===== config.mk =====
export PLATFORM = sky130hd
export DESIGN_NAME = twp_cfg_regs
export DESIGN_NICKNAME = d
export VERILOG_FILES = /design/src/sv/twp_pkg.sv /design/src/sv/twp_cfg_regs.sv
export SDC_FILE = /design/constraint.sdc
export NUM_CORES = 1
export LEC_CHECK = 0
export ABC_AREA = 1
export BUFFER_PORTS_ARGS = -buffer_cell sky130_fd_sc_hd__buf_2
export CORE_MARGIN = 2
export CORE_UTILIZATION = 35
export CTS_CLUSTER_DIAMETER = 60
export DETAILED_ROUTE_END_ITERATION = 10
export GPL_ROUTABILITY_DRIVEN = 0
export HOLD_SLACK_MARGIN = 0.1
export PLACE_DENSITY = 0.65
export SLEW_MARGIN = 40
export SYNTH_ARGS = -nofsm -noshare
export SYNTH_HDL_FRONTEND = slang
export SYNTH_SLANG_ARGS = --single-unit

===== constraint.sdc =====
create_clock -name clk -period 0.87 [get_ports clk]
set_clock_uncertainty 0.15 [all_clocks]
set_input_delay 0.087 -clock clk [delete_from_list [all_inputs] [get_ports clk]]
set_output_delay 0.087 -clock clk [all_outputs]
set_load 0.05 [all_outputs]

===== src/sv/twp_pkg.sv =====
// turbulent texcoord warp: shared types, register codes and constants
// sine table contents are built here at elaboration from a fixed-point series
// depends on nothing
`timescale 1ns / 1ps

package twp_pkg;

    // sine table, must stay a power of two so the index is a bit field
    localparam int SINE_TABLE_SIZE = 128;
    localparam int SINE_IDX_W      = $clog2(SINE_TABLE_SIZE);

    // apb register map
    localparam int APB_ADDR_W = 3;
    localparam int APB_DATA_W = 32;
    localparam logic REG_WARP_MODE = 1'b0;
    localparam logic REG_TIME_NOW  = 1'b1;

    // warp modes
    localparam logic WARP_WATER   = 1'b0;
    localparam logic WARP_CAUSTIC = 1'b1;

    // field widths
    localparam int COORD_W = 24;
    localparam int OUT_W   = 32;
    localparam int TIME_W  = 32;
    localparam int PHASE_W = 34;
    localparam int TURNS_W = 48;
    localparam int FRAC_W  = 16;
    localparam int LERP_W  = 24;
    localparam int QUOT_W  = 21;

    // phase to turns, round(2^32 / 2pi) and round(2^32 * 0.465 / 2pi)
    localparam int RATE_W = 30;
    localparam logic [RATE_W-1:0] RATE_WATER   = 30'd683565276;
    localparam logic [RATE_W-1:0] RATE_CAUSTIC = 30'd317857853;

    // divide by 255 via reciprocal, exact for 32-bit dividends
    localparam logic [31:0] DIV255_MAGIC = 32'h8080_8081;
    localparam int DIV255_SHIFT = 39;

    // accept to result strobe, in cycles
    localparam int PIPE_LAT = 5;

    localparam logic [63:0] HALF_PI_Q31 = 64'd3373259426;
    localparam logic [63:0] ONE_Q31     = 64'h8000_0000;

    typedef struct packed {
        logic              mode;
        logic [TIME_W-1:0] time_now;
    } cfg_t;

    // one series term step: term * x^2 / (a * b), all Q31
    function automatic logic [63:0] sin_q31(input logic [63:0] x);
        logic [63:0] term;
        logic [63:0] sum;
        term = x;
        sum  = x;
        term = ((term * x) >> 31) / 2;
        term = ((term * x) >> 31) / 3;
        sum  = (sum >= term) ? sum - term : 64'd0;
        term = ((term * x) >> 31) / 4;
        term = ((term * x) >> 31) / 5;
        sum  = sum + term;
        term = ((term * x) >> 31) / 6;
        term = ((term * x) >> 31) / 7;
        sum  = (sum >= term) ? sum - term : 64'd0;
        term = ((term * x) >> 31) / 8;
        term = ((term * x) >> 31) / 9;
        sum  = sum + term;
        term = ((term * x) >> 31) / 10;
        term = ((term * x) >> 31) / 11;
        sum  = (sum >= term) ? sum - term : 64'd0;
        term = ((term * x) >> 31) / 12;
        term = ((term * x) >> 31) / 13;
        sum  = sum + term;
        term = ((term * x) >> 31) / 14;
        term = ((term * x) >> 31) / 15;
        sum  = (sum >= term) ? sum - term : 64'd0;
        return (sum > ONE_Q31) ? ONE_Q31 : sum;
    endfunction

    // table entry i: 255 * (1 + sin) / 2 from a quarter-wave series
    function automatic logic [7:0] sine_entry(input int i);
        logic [63:0] n;
        logic [63:0] s;
        logic [63:0] v;
        logic [63:0] scaled;
        logic        neg;
        n   = 64'(4 * i);
        neg = 1'b0;
        if (n >= 64'(2 * SINE_TABLE_SIZE))
        begin
            neg = 1'b1;
            n   = n - 64'(2 * SINE_TABLE_SIZE);
        end
        if (n > 64'(SINE_TABLE_SIZE))
        begin
            n = 64'(2 * SINE_TABLE_SIZE) - n;
        end
        if (n == 64'd0)
        begin
            s = 64'd0;
        end
        else if (n == 64'(SINE_TABLE_SIZE))
        begin
            s = ONE_Q31;
        end
        else
        begin
            s = sin_q31((HALF_PI_Q31 * n) / SINE_TABLE_SIZE);
        end
        v      = neg ? ONE_Q31 - s : ONE_Q31 + s;
        scaled = (64'd255 * v) >> 32;
        return scaled[7:0];
    endfunction

endpackage


===== src/sv/twp_cfg_regs.sv =====
// apb register block: warp mode and frame time
// depends on twp_pkg
`timescale 1ns / 1ps

module twp_cfg_regs
(
    input  logic                           clk,
    input  logic                           rst_n,
    input  logic                           psel,
    input  logic                           penable,
    input  logic                           pwrite,
    input  logic [twp_pkg::APB_ADDR_W-1:0] paddr,
    input  logic [twp_pkg::APB_DATA_W-1:0] pwdata,
    output logic [twp_pkg::APB_DATA_W-1:0] prdata,
    output logic                           pready,
    output twp_pkg::cfg_t                  cfg
);

    logic                       mode_reg;
    logic                       mode_next;
    logic [twp_pkg::TIME_W-1:0] time_reg;
    logic [twp_pkg::TIME_W-1:0] time_next;
    logic                       wr_en;
    logic                       reg_idx;

    assign pready  = 1'b1;
    assign wr_en   = psel & penable & pwrite;
    // word address, low two bits ignored
    assign reg_idx = paddr[2];

    always_comb
    begin
        mode_next = mode_reg;
        time_next = time_reg;
        if (wr_en)
        begin
            unique case (reg_idx)
                twp_pkg::REG_WARP_MODE: mode_next = pwdata[0];
                twp_pkg::REG_TIME_NOW:  time_next = pwdata[twp_pkg::TIME_W-1:0];
                default: ;
            endcase
        end
    end

    always_comb
    begin
        unique case (reg_idx)
            twp_pkg::REG_WARP_MODE: prdata = {31'd0, mode_reg};
            twp_pkg::REG_TIME_NOW:  prdata = time_reg;
            default:                prdata = '0;
        endcase
    end

    always_ff @(posedge clk or negedge rst_n)
    begin
        if (!rst_n)
        begin
            mode_reg <= twp_pkg::WARP_WATER;
            time_reg <= '0;
        end
        else
        begin
            mode_reg <= mode_next;
            time_reg <= time_next;
        end
    end

    assign cfg.mode     = mode_reg;
    assign cfg.time_now = time_reg;

endmodule


# Yosys cells after proc, flatten, opt, wreduce, memory -nomap -nowiden
# Cells that the tools add are included.
# Widths: inputs -> output; s select.
[word_totals] register_bits=33 in_bits=40 out_inout_bits=66 elab_cells=8
[op_classes] mux=1 bitwise=3 n_reduce_logical=2
[ops] operator="$pmux 32 s2" n=1
[ops] operator="$reduce_and 2->1" n=2
[ops] operator="$and 1x1->1" n=2
[ops] operator="$not 1->1" n=1

# Logic depth before layout (Yosys ltp)
[depth] ltp_word=3 mapped_depth=5 mapped_depth_nobuf=4

# Least setup slack after synthesis
# Ideal clock, no wire load.
[synth_path] kind="register to output" start="register time_reg[0] (netlist name)" end="output prdata[0] (netlist name)" arrival_ns=1.074 t_required_ns=0.633 path_slack_ns=-0.441 stages_incl_launch_ff=3 path_buffers=0 cell_sequence="dfrtp_1 -> nand2_1 -> nand2_1"
[synth_between] elab_chain_len=1
[synth_lines] element="start: declaration" line="twp_cfg_regs.sv:21" text="logic [twp_pkg::TIME_W-1:0] time_reg;"
[synth_lines] element="start signal: assignment" line="twp_cfg_regs.sv:64" text="time_reg <= time_next;"
[synth_lines] element="$pmux 32 s2" line="twp_cfg_regs.sv:47" text="unique case (reg_idx)"
[synth_lines] element="end: declaration" line="twp_cfg_regs.sv:14" text="output logic [twp_pkg::APB_DATA_W-1:0] prdata,"
# Every way passes these cells.

# Worst setup path after layout
[layout_path] start="register time_reg[17] (netlist name)" end="output prdata[17] (netlist name)"
# The elaborated chain is that of the path after synthesis.

==> impl_metrics.csv <==
group,metric,value,unit
route,first_pass_iters,4,
logic_synthesis,synth-seq-cells,33,
logic_synthesis,synth.most_common_cell,"nand2_1",
critical_path,cp_slowest_stage_delay,0.43,ns
finish,largest_reg_flops,32,
critical_path,rr_startpoint,"time_reg[21]",
status,violations,"negative hold slack, negative setup slack",
global_routing,grt_use_total,21.42,%
floorplan,dieArea,5186,sq um
pwr,seq_power_share,29.2,%
floorplan,fp.dieW,72.02,microns
sta,rsz0062_at_grt,"true",
route,dr_total_vias,1976,
pwr,finalPower,7.591,mW
global_routing,grt_max_degree,34,
logic_synthesis,yosysSeqAreaShare,51.00,%
pwr,p_clk_share,15.5,%
sta,slew_viol_final,0,
logic_synthesis,postSynthCellCount,219,
critical_path,critPathRequiredTime,0.63,ns
critical_path,cp_max_fo,3,
logic_synthesis,synthTopCellsByCount,"nand2_1, dfrtp_1, inv_1, nand3_1, buf_2",
route,drt_wl_total,5.721,mm
clocking,numCtsBuffers,5,
logic_synthesis,yosysWarnings,0,
critical_path,crit_arrival,1.04,ns
logic_synthesis,synthTopCellsByArea,"dfrtp_1, nand2_1, nand3_1",
sta,finalCriticalPeriod,1.282,ns
clocking,clock_sinks,33,
finish,fin_nets,414,
sta,layout_setup_ws,-0.4116,ns
floorplan,core,4414,sq um
placement,hpwl,3.127,mm
route,drtIter0Drc,74,
floorplan,die_h,72.02,microns
sta,finalHoldViolCount,1,
finish,fillCellCount,266,
critical_path,cp_cell_sequence,"nand2_2 -> clkinvlp_4 -> buf_6",
sta,fmax,0.7803,GHz
pwr,switchingPower,3.386,mW
pwr,vdd_drop_max,1459,uV
clocking,path_clk_slew,0.07,ns
finish,seq_area,865.8,sq um
clocking,cts_max_level,2,
placement,place_area,2509,sq um
critical_path,reg2reg_depth,4,
critical_path,cp-end-kind,"output port",
placement,io_buffers,102,
finish,fin_area,3595,sq um
global_routing,grt-ovfl-total,0,
sta,setup_viol_count_final,72,
floorplan,ios,106,
logic_synthesis,synth_edf_count,0,
logic_synthesis,synth_top_cell_by_area,"dfrtp_1",
global_routing,antenna_found_initial,0,
logic_synthesis,synth_top_area_share,51.00,%
finish,multi_input_area,709.4,sq um
floorplan,core.rowCount,24,
worst_hold_path,hold_depth,4,
pwr,powerDensity,2112,nW/um^2
clocking,clk_latency,0.28,ns
clocking,clockBufferDepth,2,
critical_path,crit_end,"prdata[17]",
finish,diodes,0,
route,wire_per_inst,13.40,microns
critical_path,critical_path_class,"reg -> out",
worst_hold_path,hold_class,"in -> reg",
logic_synthesis,synth_fp_nets,259,
global_routing,grt_first_pass_wirelength,8.673,mm
pwr,leakage,1.678,nW
critical_path,r2r_setup_slack,-0.13,ns
logic_synthesis,syn_area,1619,sq um
route,postRouteAntennaNets,0,
critical_path,cp-start-kind,"flip-flop",
clocking,cts-hold-fix-buffers,33,
finish,layout-drive-gt1-share,65.33,%
pwr,swShare,44.61,%
floorplan,start_util,36.68,%
placement,dp_slack,-0.2677,ns
sta,period_share,147.3,%
logic_synthesis,ys_types,11,
pwr,p_int,4.205,mW
pwr,p_comb_share,55.3,%
finish,area_growth,122.0,%
critical_path,cp_slowest_cell,"dfrtp_2",
route,via_per_inst,4.628,
logic_synthesis,synth-main-ff-cell,"dfrtp_1",
status,status,"finished, violations left",
clocking,cts-root-buf,"clkbuf_8",
sta,fin_setup_tns,-21.86,ns
logic_synthesis,async_reset_ff_share,100.0,%
flow_run,maxCapViolCount,0,
global_routing,grt_pass1_vias,1898,
route,drcViolationCount,0,
sta,timing.hold.ws,-0.02446,ns
logic_synthesis,syn_avg_cell_area,7.393,sq um
critical_path,startpoint,"time_reg[17]",
clocking,cts_tree,"built",
critical_path,reg2reg_to,"time_reg[21]",
## kinds of logic (layout without fill, tap and decap cells)
| logic type | count (synthesis) | after routing | share of synthesized area, % |
|---|---|---|---|
| simple gates | 137 | 137 | 35.08 |
| flops | 33 | 33 | 51.00 |
| other cells | 1 | 1 | 0.2316 |
| buf+inv | 48 | 204 | 13.68 |
## placed cells by master, fill, tap and decap left out, types with 5 or more instances in the layout
cell           netlist  final
dfrtp_2              0     32
buf_4                2      9
buf_6                3     68
clkinvlp_4           0     31
nand3_2              0      6
nand2_2              0     37
dlygate4sd3_1        0     33
nand2_1            101     62
clkbuf_8             0      6
buf_2                9     36
nand3_1             33     27
buf_12               0      5
buf_8                0     12
## how the worst min path moves through the flow
stage / from / slack [ns] / endpoint
2_1_floorplan: rst_n / -0.36 / mode_reg
3_3_place_gp: rst_n / -0.09 / time_reg[26]
3_5_place_dp: rst_n / -0.09 / time_reg[26]
4_1_cts: pwrite / -0.03 / mode_reg
5_1_grt: penable / -0.03 / mode_reg
6_report: penable / -0.02 / mode_reg
## per-stage QoR
stage	instances	util, %
after floorplan	219	-
after global placement	373	56.83
after detailed placement	373	56.83
after CTS	417	76.25
after global routing	427	81.43
final	427	81.43
## power by group through the flow
stage / Combinational, mW / Clock, mW / Sequential, mW
2_1_floorplan: 1.27 / 0 / 3.15
3_3_place_gp: 2.98 / 0 / 2.16
6_report: 4.20 / 1.18 / 2.21
3_5_place_dp: 3.01 / 0 / 2.17
4_1_cts: 3.80 / 1.21 / 2.20
5_1_grt: 4.39 / 1.26 / 2.25
## repair_timing
item / 4_1_cts / 5_1_grt
endpoints found under the setup margin: 69 / 77
hold endpoints to repair: 66 / 1
buffers inserted: 3 / 12
pin swaps: 4 / 6
gates resized for setup: 133 / 42
## worst max-delay path: cells and delay by family (launching register included)
kind	cells	cell delay (ns)
buf+inv	2	0.24
flops	1	0.43
simple gates	1	0.09
## layout make-up
| type | instances | area share (%) |
|---|---|---|
| clock buffer | 8 | 2.506 |
| sequential | 33 | 24.09 |
| inverter | 33 | 6.683 |
| multi-input combinational | 138 | 19.74 |
| timing repair buffer | 163 | 45.18 |
| tap | 52 | 1.810 |
## per-layer routing
layer / track usage (%) / share of wire, % / up-vias
met5: 0 / 0 / -
met4: 6.499 / 2.1 / 0
met3: 4.583 / 4.8 / 10
met2: 40.74 / 57 / 79
met1: 23.71 / 36 / 929
li1: - / - / 958
No activity file was read; power rests on OpenSTA's default activity.
