$ cat src/sv/twp_pkg.sv
// turbulent texcoord warp: shared types, register codes and constants
// sine table contents are built here at elaboration from a fixed-point series
// depends on nothing
`timescale 1ns / 1ps

package twp_pkg;

    // sine table, must stay a power of two so the index is a bit field
    localparam int SINE_TABLE_SIZE = 128;
    localparam int SINE_IDX_W      = $clog2(SINE_TABLE_SIZE);

    // apb register map
    localparam int APB_ADDR_W = 3;
    localparam int APB_DATA_W = 32;
    localparam logic REG_WARP_MODE = 1'b0;
    localparam logic REG_TIME_NOW  = 1'b1;

    // warp modes
    localparam logic WARP_WATER   = 1'b0;
    localparam logic WARP_CAUSTIC = 1'b1;

    // field widths
    localparam int COORD_W = 24;
    localparam int OUT_W   = 32;
    localparam int TIME_W  = 32;
    localparam int PHASE_W = 34;
    localparam int TURNS_W = 48;
    localparam int FRAC_W  = 16;
    localparam int LERP_W  = 24;
    localparam int QUOT_W  = 21;

    // phase to turns, round(2^32 / 2pi) and round(2^32 * 0.465 / 2pi)
    localparam int RATE_W = 30;
    localparam logic [RATE_W-1:0] RATE_WATER   = 30'd683565276;
    localparam logic [RATE_W-1:0] RATE_CAUSTIC = 30'd317857853;

    // divide by 255 via reciprocal, exact for 32-bit dividends
    localparam logic [31:0] DIV255_MAGIC = 32'h8080_8081;
    localparam int DIV255_SHIFT = 39;

    // accept to result strobe, in cycles
    localparam int PIPE_LAT = 5;

    localparam logic [63:0] HALF_PI_Q31 = 64'd3373259426;
    localparam logic [63:0] ONE_Q31     = 64'h8000_0000;

    typedef struct packed {
        logic              mode;
        logic [TIME_W-1:0] time_now;
    } cfg_t;

    // one series term step: term * x^2 / (a * b), all Q31
    function automatic logic [63:0] sin_q31(input logic [63:0] x);
        logic [63:0] term;
        logic [63:0] sum;
        term = x;
        sum  = x;
        term = ((term * x) >> 31) / 2;
        term = ((term * x) >> 31) / 3;
        sum  = (sum >= term) ? sum - term : 64'd0;
        term = ((term * x) >> 31) / 4;
        term = ((term * x) >> 31) / 5;
        sum  = sum + term;
        term = ((term * x) >> 31) / 6;
        term = ((term * x) >> 31) / 7;
        sum  = (sum >= term) ? sum - term : 64'd0;
        term = ((term * x) >> 31) / 8;
        term = ((term * x) >> 31) / 9;
        sum  = sum + term;
        term = ((term * x) >> 31) / 10;
        term = ((term * x) >> 31) / 11;
        sum  = (sum >= term) ? sum - term : 64'd0;
        term = ((term * x) >> 31) / 12;
        term = ((term * x) >> 31) / 13;
        sum  = sum + term;
        term = ((term * x) >> 31) / 14;
        term = ((term * x) >> 31) / 15;
        sum  = (sum >= term) ? sum - term : 64'd0;
        return (sum > ONE_Q31) ? ONE_Q31 : sum;
    endfunction

    // table entry i: 255 * (1 + sin) / 2 from a quarter-wave series
    function automatic logic [7:0] sine_entry(input int i);
        logic [63:0] n;
        logic [63:0] s;
        logic [63:0] v;
        logic [63:0] scaled;
        logic        neg;
        n   = 64'(4 * i);
        neg = 1'b0;
        if (n >= 64'(2 * SINE_TABLE_SIZE))
        begin
            neg = 1'b1;
            n   = n - 64'(2 * SINE_TABLE_SIZE);
        end
        if (n > 64'(SINE_TABLE_SIZE))
        begin
            n = 64'(2 * SINE_TABLE_SIZE) - n;
        end
        if (n == 64'd0)
        begin
            s = 64'd0;
        end
        else if (n == 64'(SINE_TABLE_SIZE))
        begin
            s = ONE_Q31;
        end
        else
        begin
            s = sin_q31((HALF_PI_Q31 * n) / SINE_TABLE_SIZE);
        end
        v      = neg ? ONE_Q31 - s : ONE_Q31 + s;
        scaled = (64'd255 * v) >> 32;
        return scaled[7:0];
    endfunction

endpackage

$ cat src/sv/twp_wave_lane.sv
// one coordinate lane: phase, turns multiply, sine lerp, divide by 255, scale
// five register stages, payload only; valid bits live in the core
// depends on twp_pkg
`timescale 1ns / 1ps

module twp_wave_lane
(
    input  logic                                clk,
    input  logic                                rst_n,
    input  twp_pkg::cfg_t                       cfg,
    input  logic signed [twp_pkg::COORD_W-1:0]  own,
    input  logic signed [twp_pkg::COORD_W-1:0]  other,
    input  logic                                out_en,
    output logic signed [twp_pkg::OUT_W-1:0]    warped
);

    localparam int IW = twp_pkg::SINE_IDX_W;
    localparam logic signed [34:0] SAT_MAX = 35'sd2147483647;
    localparam logic signed [34:0] SAT_MIN = -35'sd2147483648;

    // constant sine table
    logic [7:0] sine_rom [twp_pkg::SINE_TABLE_SIZE];

    for (genvar g = 0; g < twp_pkg::SINE_TABLE_SIZE; g++)
    begin : g_rom
        assign sine_rom[g] = twp_pkg::sine_entry(g);
    end

    // stage 1: phase in q16.16
    logic signed [twp_pkg::PHASE_W-1:0] phase_reg;
    logic signed [twp_pkg::PHASE_W-1:0] phase_next;
    logic signed [twp_pkg::COORD_W-1:0] own1_reg;
    logic signed [twp_pkg::PHASE_W-1:0] time_ext;

    assign time_ext = $signed({2'b00, cfg.time_now});

    always_comb
    begin
        if (cfg.mode == twp_pkg::WARP_CAUSTIC)
        begin
            phase_next = (twp_pkg::PHASE_W'(other) <<< 8) + time_ext;
        end
        else
        begin
            phase_next = (twp_pkg::PHASE_W'(other) <<< 5) + time_ext;
        end
    end

    // stage 2: turns, wraps modulo a whole turn
    logic [twp_pkg::TURNS_W-1:0]      turns_reg;
    logic signed [twp_pkg::COORD_W-1:0] own2_reg;
    logic [twp_pkg::RATE_W-1:0]       rate;
    logic signed [twp_pkg::RATE_W:0]  rate_s;
    logic signed [64:0]               turns_prod;

    assign rate       = (cfg.mode == twp_pkg::WARP_CAUSTIC) ? twp_pkg::RATE_CAUSTIC
                                                           : twp_pkg::RATE_WATER;
    assign rate_s     = $signed({1'b0, rate});
    assign turns_prod = phase_reg * rate_s;

    // stage 3: table lookup and linear interpolation
    logic [IW-1:0]                 idx;
    logic [IW-1:0]                 idx_nxt;
    logic [twp_pkg::FRAC_W-1:0]    frac;
    logic [twp_pkg::FRAC_W:0]      frac_inv;
    logic [7:0]                    rom_a;
    logic [7:0]                    rom_b;
    logic [24:0]                   lerp_sum;
    logic [twp_pkg::LERP_W-1:0]    lerp_reg;
    logic signed [twp_pkg::COORD_W-1:0] own3_reg;

    assign idx      = turns_reg[twp_pkg::TURNS_W-1 -: IW];
    assign idx_nxt  = idx + 1'b1;
    assign frac     = turns_reg[twp_pkg::TURNS_W-1-IW -: twp_pkg::FRAC_W];
    assign frac_inv = 17'h10000 - {1'b0, frac};
    assign rom_a    = sine_rom[idx];
    assign rom_b    = sine_rom[idx_nxt];
    assign lerp_sum = rom_a * frac_inv + rom_b * {1'b0, frac};

    // stage 4: 16 * lerp / 255
    logic [59:0]                   div_prod;
    logic [twp_pkg::QUOT_W-1:0]    quot_reg;
    logic signed [twp_pkg::COORD_W-1:0] own4_reg;

    assign div_prod = {lerp_reg, 4'b0000} * twp_pkg::DIV255_MAGIC;

    // stage 5: add wave, scale, floor, saturate
    logic signed [21:0]            wave;
    logic signed [32:0]            sum;
    logic signed [34:0]            sum35;
    logic signed [34:0]            tri_sum;
    logic signed [34:0]            scaled;
    logic signed [twp_pkg::OUT_W-1:0] warped_reg;
    logic signed [twp_pkg::OUT_W-1:0] warped_next;

    assign wave    = $signed({1'b0, quot_reg}) - 22'sd524288;
    assign sum     = 33'($signed({own4_reg, 8'h00})) + 33'(wave);
    assign sum35   = 35'(sum);
    assign tri_sum = sum35 + (sum35 <<< 1);

    always_comb
    begin
        if (cfg.mode == twp_pkg::WARP_CAUSTIC)
        begin
            scaled = (-tri_sum) >>> 7;
        end
        else
        begin
            scaled = sum35 >>> 6;
        end
        if (scaled > SAT_MAX)
        begin
            warped_next = SAT_MAX[twp_pkg::OUT_W-1:0];
        end
        else if (scaled < SAT_MIN)
        begin
            warped_next = SAT_MIN[twp_pkg::OUT_W-1:0];
        end
        else
        begin
            warped_next = scaled[twp_pkg::OUT_W-1:0];
        end
    end

    always_ff @(posedge clk)
    begin
        phase_reg <= phase_next;
        own1_reg  <= own;
        turns_reg <= turns_prod[twp_pkg::TURNS_W-1:0];
        own2_reg  <= own1_reg;
        lerp_reg  <= lerp_sum[twp_pkg::LERP_W-1:0];
        own3_reg  <= own2_reg;
        quot_reg  <= div_prod[twp_pkg::DIV255_SHIFT +: twp_pkg::QUOT_W];
        own4_reg  <= own3_reg;
    end

    // result register holds between transactions
    always_ff @(posedge clk or negedge rst_n)
    begin
        if (!rst_n)
        begin
            warped_reg <= '0;
        end
        else if (out_en)
        begin
            warped_reg <= warped_next;
        end
    end

    assign warped = warped_reg;

endmodule

$ cat config.mk
export PLATFORM = sky130hd
export DESIGN_NAME = twp_wave_lane
export DESIGN_NICKNAME = d
export VERILOG_FILES = /design/src/sv/twp_pkg.sv /design/src/sv/twp_wave_lane.sv
export SDC_FILE = /design/constraint.sdc
export NUM_CORES = 2
export LEC_CHECK = 0
export BUFFER_PORTS_ARGS = -buffer_cell sky130_fd_sc_hd__buf_2
export CORE_ASPECT_RATIO = 1.75
export CORE_MARGIN = 5
export CORE_UTILIZATION = 47
export DETAILED_ROUTE_END_ITERATION = 12
export HOLD_SLACK_MARGIN = 0.08
export SETUP_SLACK_MARGIN = 0.5
export SYNTH_ARGS = -nofsm -noshare
export SYNTH_HDL_FRONTEND = slang
export SYNTH_SLANG_ARGS = --single-unit
$ cat constraint.sdc
create_clock -name clk -period 10.5 [get_ports clk]
set_clock_uncertainty 0.2 [all_clocks]
set_input_delay 0.525 -clock clk [delete_from_list [all_inputs] [get_ports clk]]
set_output_delay 0.525 -clock clk [all_outputs]
set_load 0.005 [all_outputs]
Yosys cells after proc, flatten, opt, wreduce, memory -nomap -nowiden
Memories as Yosys holds them, arrays and structs flattened. Cells that the tools add are included.

Bits in registers: 255. Bits in read-only memories: 2048. Bits of input ports: 84. Word-level logic and storage cells: 39. Memories: 2.

Memory list: (no name shown) (words 128, width 8, rd ports 1, clocked after memory_dff 0, wr ports 0, line twp_wave_lane.sv:77) `assign rom_b = sine_rom[idx_nxt];`; (no name shown) (words 128, width 8, rd ports 1, clocked after memory_dff 0, wr ports 0, line twp_wave_lane.sv:76) `assign rom_a = sine_rom[idx];`.

Add/sub/neg operators: 9. Multipliers: 4. Order comparisons: 4. Mux-type cells: 9. Bitwise operators: 2.

Operators with widths (count): $mux 32 (2); $mul 24x32->56 const B (1); $mul 34x31->48 (1); $add 33x34->35 (1); $gt 35x32->1 const B (1); $lt 35x32->1 const B (1); $mux 35 (1); $neg 35->35 (1); $add 29x33->34 (1); $add 32x33->34 (1); $mux 34 (1); $add 32x22->33 (1); $mux 8 (4); $mux 30 (1); $add 24x24->24 (1); $mul 8x16->24 (1); $mul 8x17->24 (1); $sub 21x20->22 const B (1); $sub 17x16->17 const A (1); $ge 8x8->1 const B (2); $not 7->8 (2); $add 7x1->7 const B (1).

Logic depth before layout (Yosys ltp)
Depth in word-level cells: 8. Gate-level depth with buffers: 36.

Worst setup path after synthesis
OpenSTA, ideal clock, no wires.

Path type: reg-to-reg. Start: register turns_reg[42] in the netlist's numbering. End: register lerp_reg[23] in the netlist's numbering. Setup time: 0.121 ns. Data arrival time: 7.880 ns. Required time: 10.179 ns. Setup slack: 2.299 ns. Stages on the path, launching flop included: 34. Path buffers: 4. Period minus slack after synthesis: 8.201 ns. Path through: dfxtp_1 -> buf_2 -> clkinv_1 -> ha_1 -> clkbuf_1 -> clkbuf_1 -> xor2_1 -> a21oi_1 -> mux4_2 -> mux2i_2 -> buf_2 -> nand2_1 -> fa_1 -> inv_1 -> ha_1 -> inv_1 -> fa_1 -> inv_1 -> fa_1 -> fa_1 -> inv_1 -> fa_1 -> inv_1 -> ha_1 -> o21a_1 -> o21ai_0 -> a21oi_1 -> a2111o_1 -> nand3_1 -> and3_1 -> o31ai_1 -> nor2_1 -> a21oi_1 -> xnor2_1.

Cells in the longest elaborated chain, start to end: 7. Elaborated cells between the ends (all ways): 12. Classes of those cells: add/sub: 2; mul: 2; mux: 4; bitwise: 2; memory: 2.

RTL lines: start: declaration (line twp_wave_lane.sv:50) `logic [twp_pkg::TURNS_W-1:0] turns_reg;`; start signal: assignment (line twp_wave_lane.sv:129) `turns_reg <= turns_prod[twp_pkg::TURNS_W-1:0];`; $add 7x1->7 (line twp_wave_lane.sv:73) `assign idx_nxt = idx + 1'b1;`; $not 7->8 (implied by the code) (line twp_wave_lane.sv:77); $mem_v2 128x8; $mux 8 (implied by the code) (2 in series) (line twp_wave_lane.sv:77); $mul 8x16->24 (line twp_wave_lane.sv:78) `assign lerp_sum = rom_a * frac_inv + rom_b * {1'b0, frac};`; $add 24x24->24 (*) (line twp_wave_lane.sv:78); named net lerp_sum[23] (line twp_wave_lane.sv:68) `logic [24:0] lerp_sum;`; end signal: assignment (line twp_wave_lane.sv:131) `lerp_reg <= lerp_sum[twp_pkg::LERP_W-1:0];`; end: declaration (line twp_wave_lane.sv:69) `logic [twp_pkg::LERP_W-1:0] lerp_reg;`.

Mark *: on every way through the listed nets, which the timed path passes. The rest lies on a longest branch. The select of a mux whose other input is x is not followed. A chain may end at the register's enable or synchronous reset.

Worst setup path after layout
Start: register turns_reg[41] in the netlist's numbering. End: register lerp_reg[22] in the netlist's numbering.

The elaborated chain is that of the path after synthesis.

==> impl_metrics.toml <==
[logic_synthesis]
synth.area.top_cells = "fa_1 32%, ha_1 20%, inv_1 10%"
synth_cell_type_count = 100
yosysMostFrequentCell = "inv_1"
syn_inst = 4784
ys_ff_latch = 226
synth-edff-count = 0
synth_common_cells = "1155 x inv_1, 699 x fa_1, 688 x ha_1, 333 x nand2_1, 222 x nor2_1"
avgSynthCellArea_sq_um = 9.068
synthesis.area_sq_um = 43380
ys_warn_count = 0
yosys.area.top_type_share_pct = 32.26
seq_area_frac_synth_pct = 10.75
synthArstFlopShare_pct = 12.39
synth_ff_type = "dfxtp_1"
yosys.area.top_type = "fa_1"

[clock_tree]
clk_path_buf_depth = 3
cts_tree = "done"
insertion_delay_ps = 600
clk_pin_slew_ps = 70
clock-root-buffer = "clkbuf_16"
clkSinkCount = 226
htree_levels = 1
post_cts_resized = 0
cts-buffers-inserted = 27

[route]
via_count = 32350
viasPerCell = 5.289
avgRoutedWirePerCell_um = 19.49
drc = 0
dr.pass1.iters = 5
wl_um = 119200
drt-initial-drc-count = 1229
drtAntennaViolNets = 0

[grt]
overflow = 0
antenna_found_initial = 2
grt_pass1_vias = 36230
grt_pass1_wl_um = 190500
grt_max_degree = 141
gr-usage-all-layers_pct = 24.62

[critical_path]
crit_arrival_ps = 9460
path_buf_inv = 5
required_ps = 10830
path_common_cell = "fa_1"
critPathKind = "flop to flop"
slowest_stage = "ha_1"
worst_path_largest_cell_delay_ps = 630
cp_max_fo = 12
start_kind = "flop"
cp_top_family = "adder cells"
crit_path_end_kind = "flop"

[timing]
worstMarginPinSlew_ps = 1047
drv_slew = 0
grt_setup_unrepaired = "false"
fin_ws_ps = 1362
fin_crit_ps = 9138
clock.fmax_ghz = 0.1094
hold_viol_final = 0
relSlewSlack_pct = 30.18
tns_ps = 0
fin_crit_sh_pct = 87.02
setup_viol = 0

[placed_design]
dpl.hpwl_um = 103700
preCtsSetupSlack_ps = 1445
gp_congestion = 0.9525
port_buffers = 115

[cells_and_area]
final_core_util_pct = 50.84
area_growth_pct = 7.562
layout-drive-gt1-share_pct = 5.835
largest_register_ffs = 34
fin_nets = 6369

[die]
die_h_um = 411.9
rows = 147
ios = 116
fp.dieW_um = 239.7
dieArea_sq_um = 98720
core_area_sq_um = 91780
start_util_pct = 47.27

[run_status]
status = "complete, no violations"

[min_path]
hold_path_class = "flop to flop"

[flow_run]
maxCapViolCount = 0
[metal layers]
| layer | track usage (%) | vias up | share of wire (%) | wire, um |
|---|---|---|---|---|
| met3 | 1.686 | 338 | 2.9 | 3460 |
| met2 | 49.50 | 769 | 56 | 67120 |
| met4 | 14.54 | 0 | 7.5 | 8899 |
| li1 | - | 15260 | - | - |
| met5 | 0 | - | 0 | 0 |
| met1 | 24.00 | 15980 | 33 | 39720 |
[layout by cell type (no fill, tap or decap), drive strengths merged, types with 37 or more instances in the layout]
| master | instances |
|---|---|
| a21o | 65 |
| a21oi | 181 |
| and2 | 91 |
| buf | 160 |
| dfxtp | 198 |
| dlygate4sd3 | 37 |
| fa | 699 |
| ha | 688 |
| inv | 1163 |
| nand2 | 334 |
| nand2b | 51 |
| nand3 | 47 |
| nor2 | 224 |
| nor2b | 69 |
| nor3 | 53 |
| o21ai | 155 |
| xnor2 | 124 |
| xor2 | 73 |
[final timing paths]
kind	startpoint	slack, ps	end	cells past startpoint
setup / recovery	turns_reg[41]	1360	lerp_reg[22]	29
hold / removal	own3_reg[15]	110	own4_reg[15]	0
min in group asynchronous	rst_n	320	warped[22]	2
setup reg to reg	turns_reg[41]	1360	lerp_reg[22]	29
max in group asynchronous	rst_n	9300	warped[2]	2
hold reg to reg	own3_reg[15]	110	own4_reg[15]	0
[layout make-up]
type                    count  area (sq um)
fillers                  8728         45120
multi-input cells        3284         33900
flip-flops and latches    226          4666
inverters                1162          4362
well taps                1192          1491
repair buffers            197          1299
clock buffers              32         704.4
clock inverters            18         235.2
diodes                      4         10.01
[through the flow]
step	cells	hold WS [ps]	area [sq um]
floorplan	4818	29.41	43510
global placement	6024	110.4	45340
detailed placement	6024	112.1	45340
CTS	6111	114.2	46650
global route	6115	126.4	46660
finish	6115	113.1	46660
[kinds of logic after synthesis]
family | share of synthesized area, %
mux | 0.9373
flops | 10.75
xor+xnor | 4.046
buf+inv | 11.45
compound gates | 9.973
other cells | 0.01731
fa+ha+maj | 52.10
simple gates | 10.73
[worst reg2reg max path, delay by kind of cell, from the launching register on]
kind	cells	cell delay (ps)
compound gates	10	2810
xor+xnor	1	150
fa+ha+maj	8	3620
buf+inv	5	960
flops	1	560
simple gates	5	790
[what timing repair did]
action | 4_1_cts | 5_1_grt
endpoints found under the hold margin | 63 | 0
hold buffers | 37 | 0
buffers inserted | 0 | 0
Power is not shown: default switching activity piles up to over one toggle a cycle in this logic, so the estimate is an artifact.
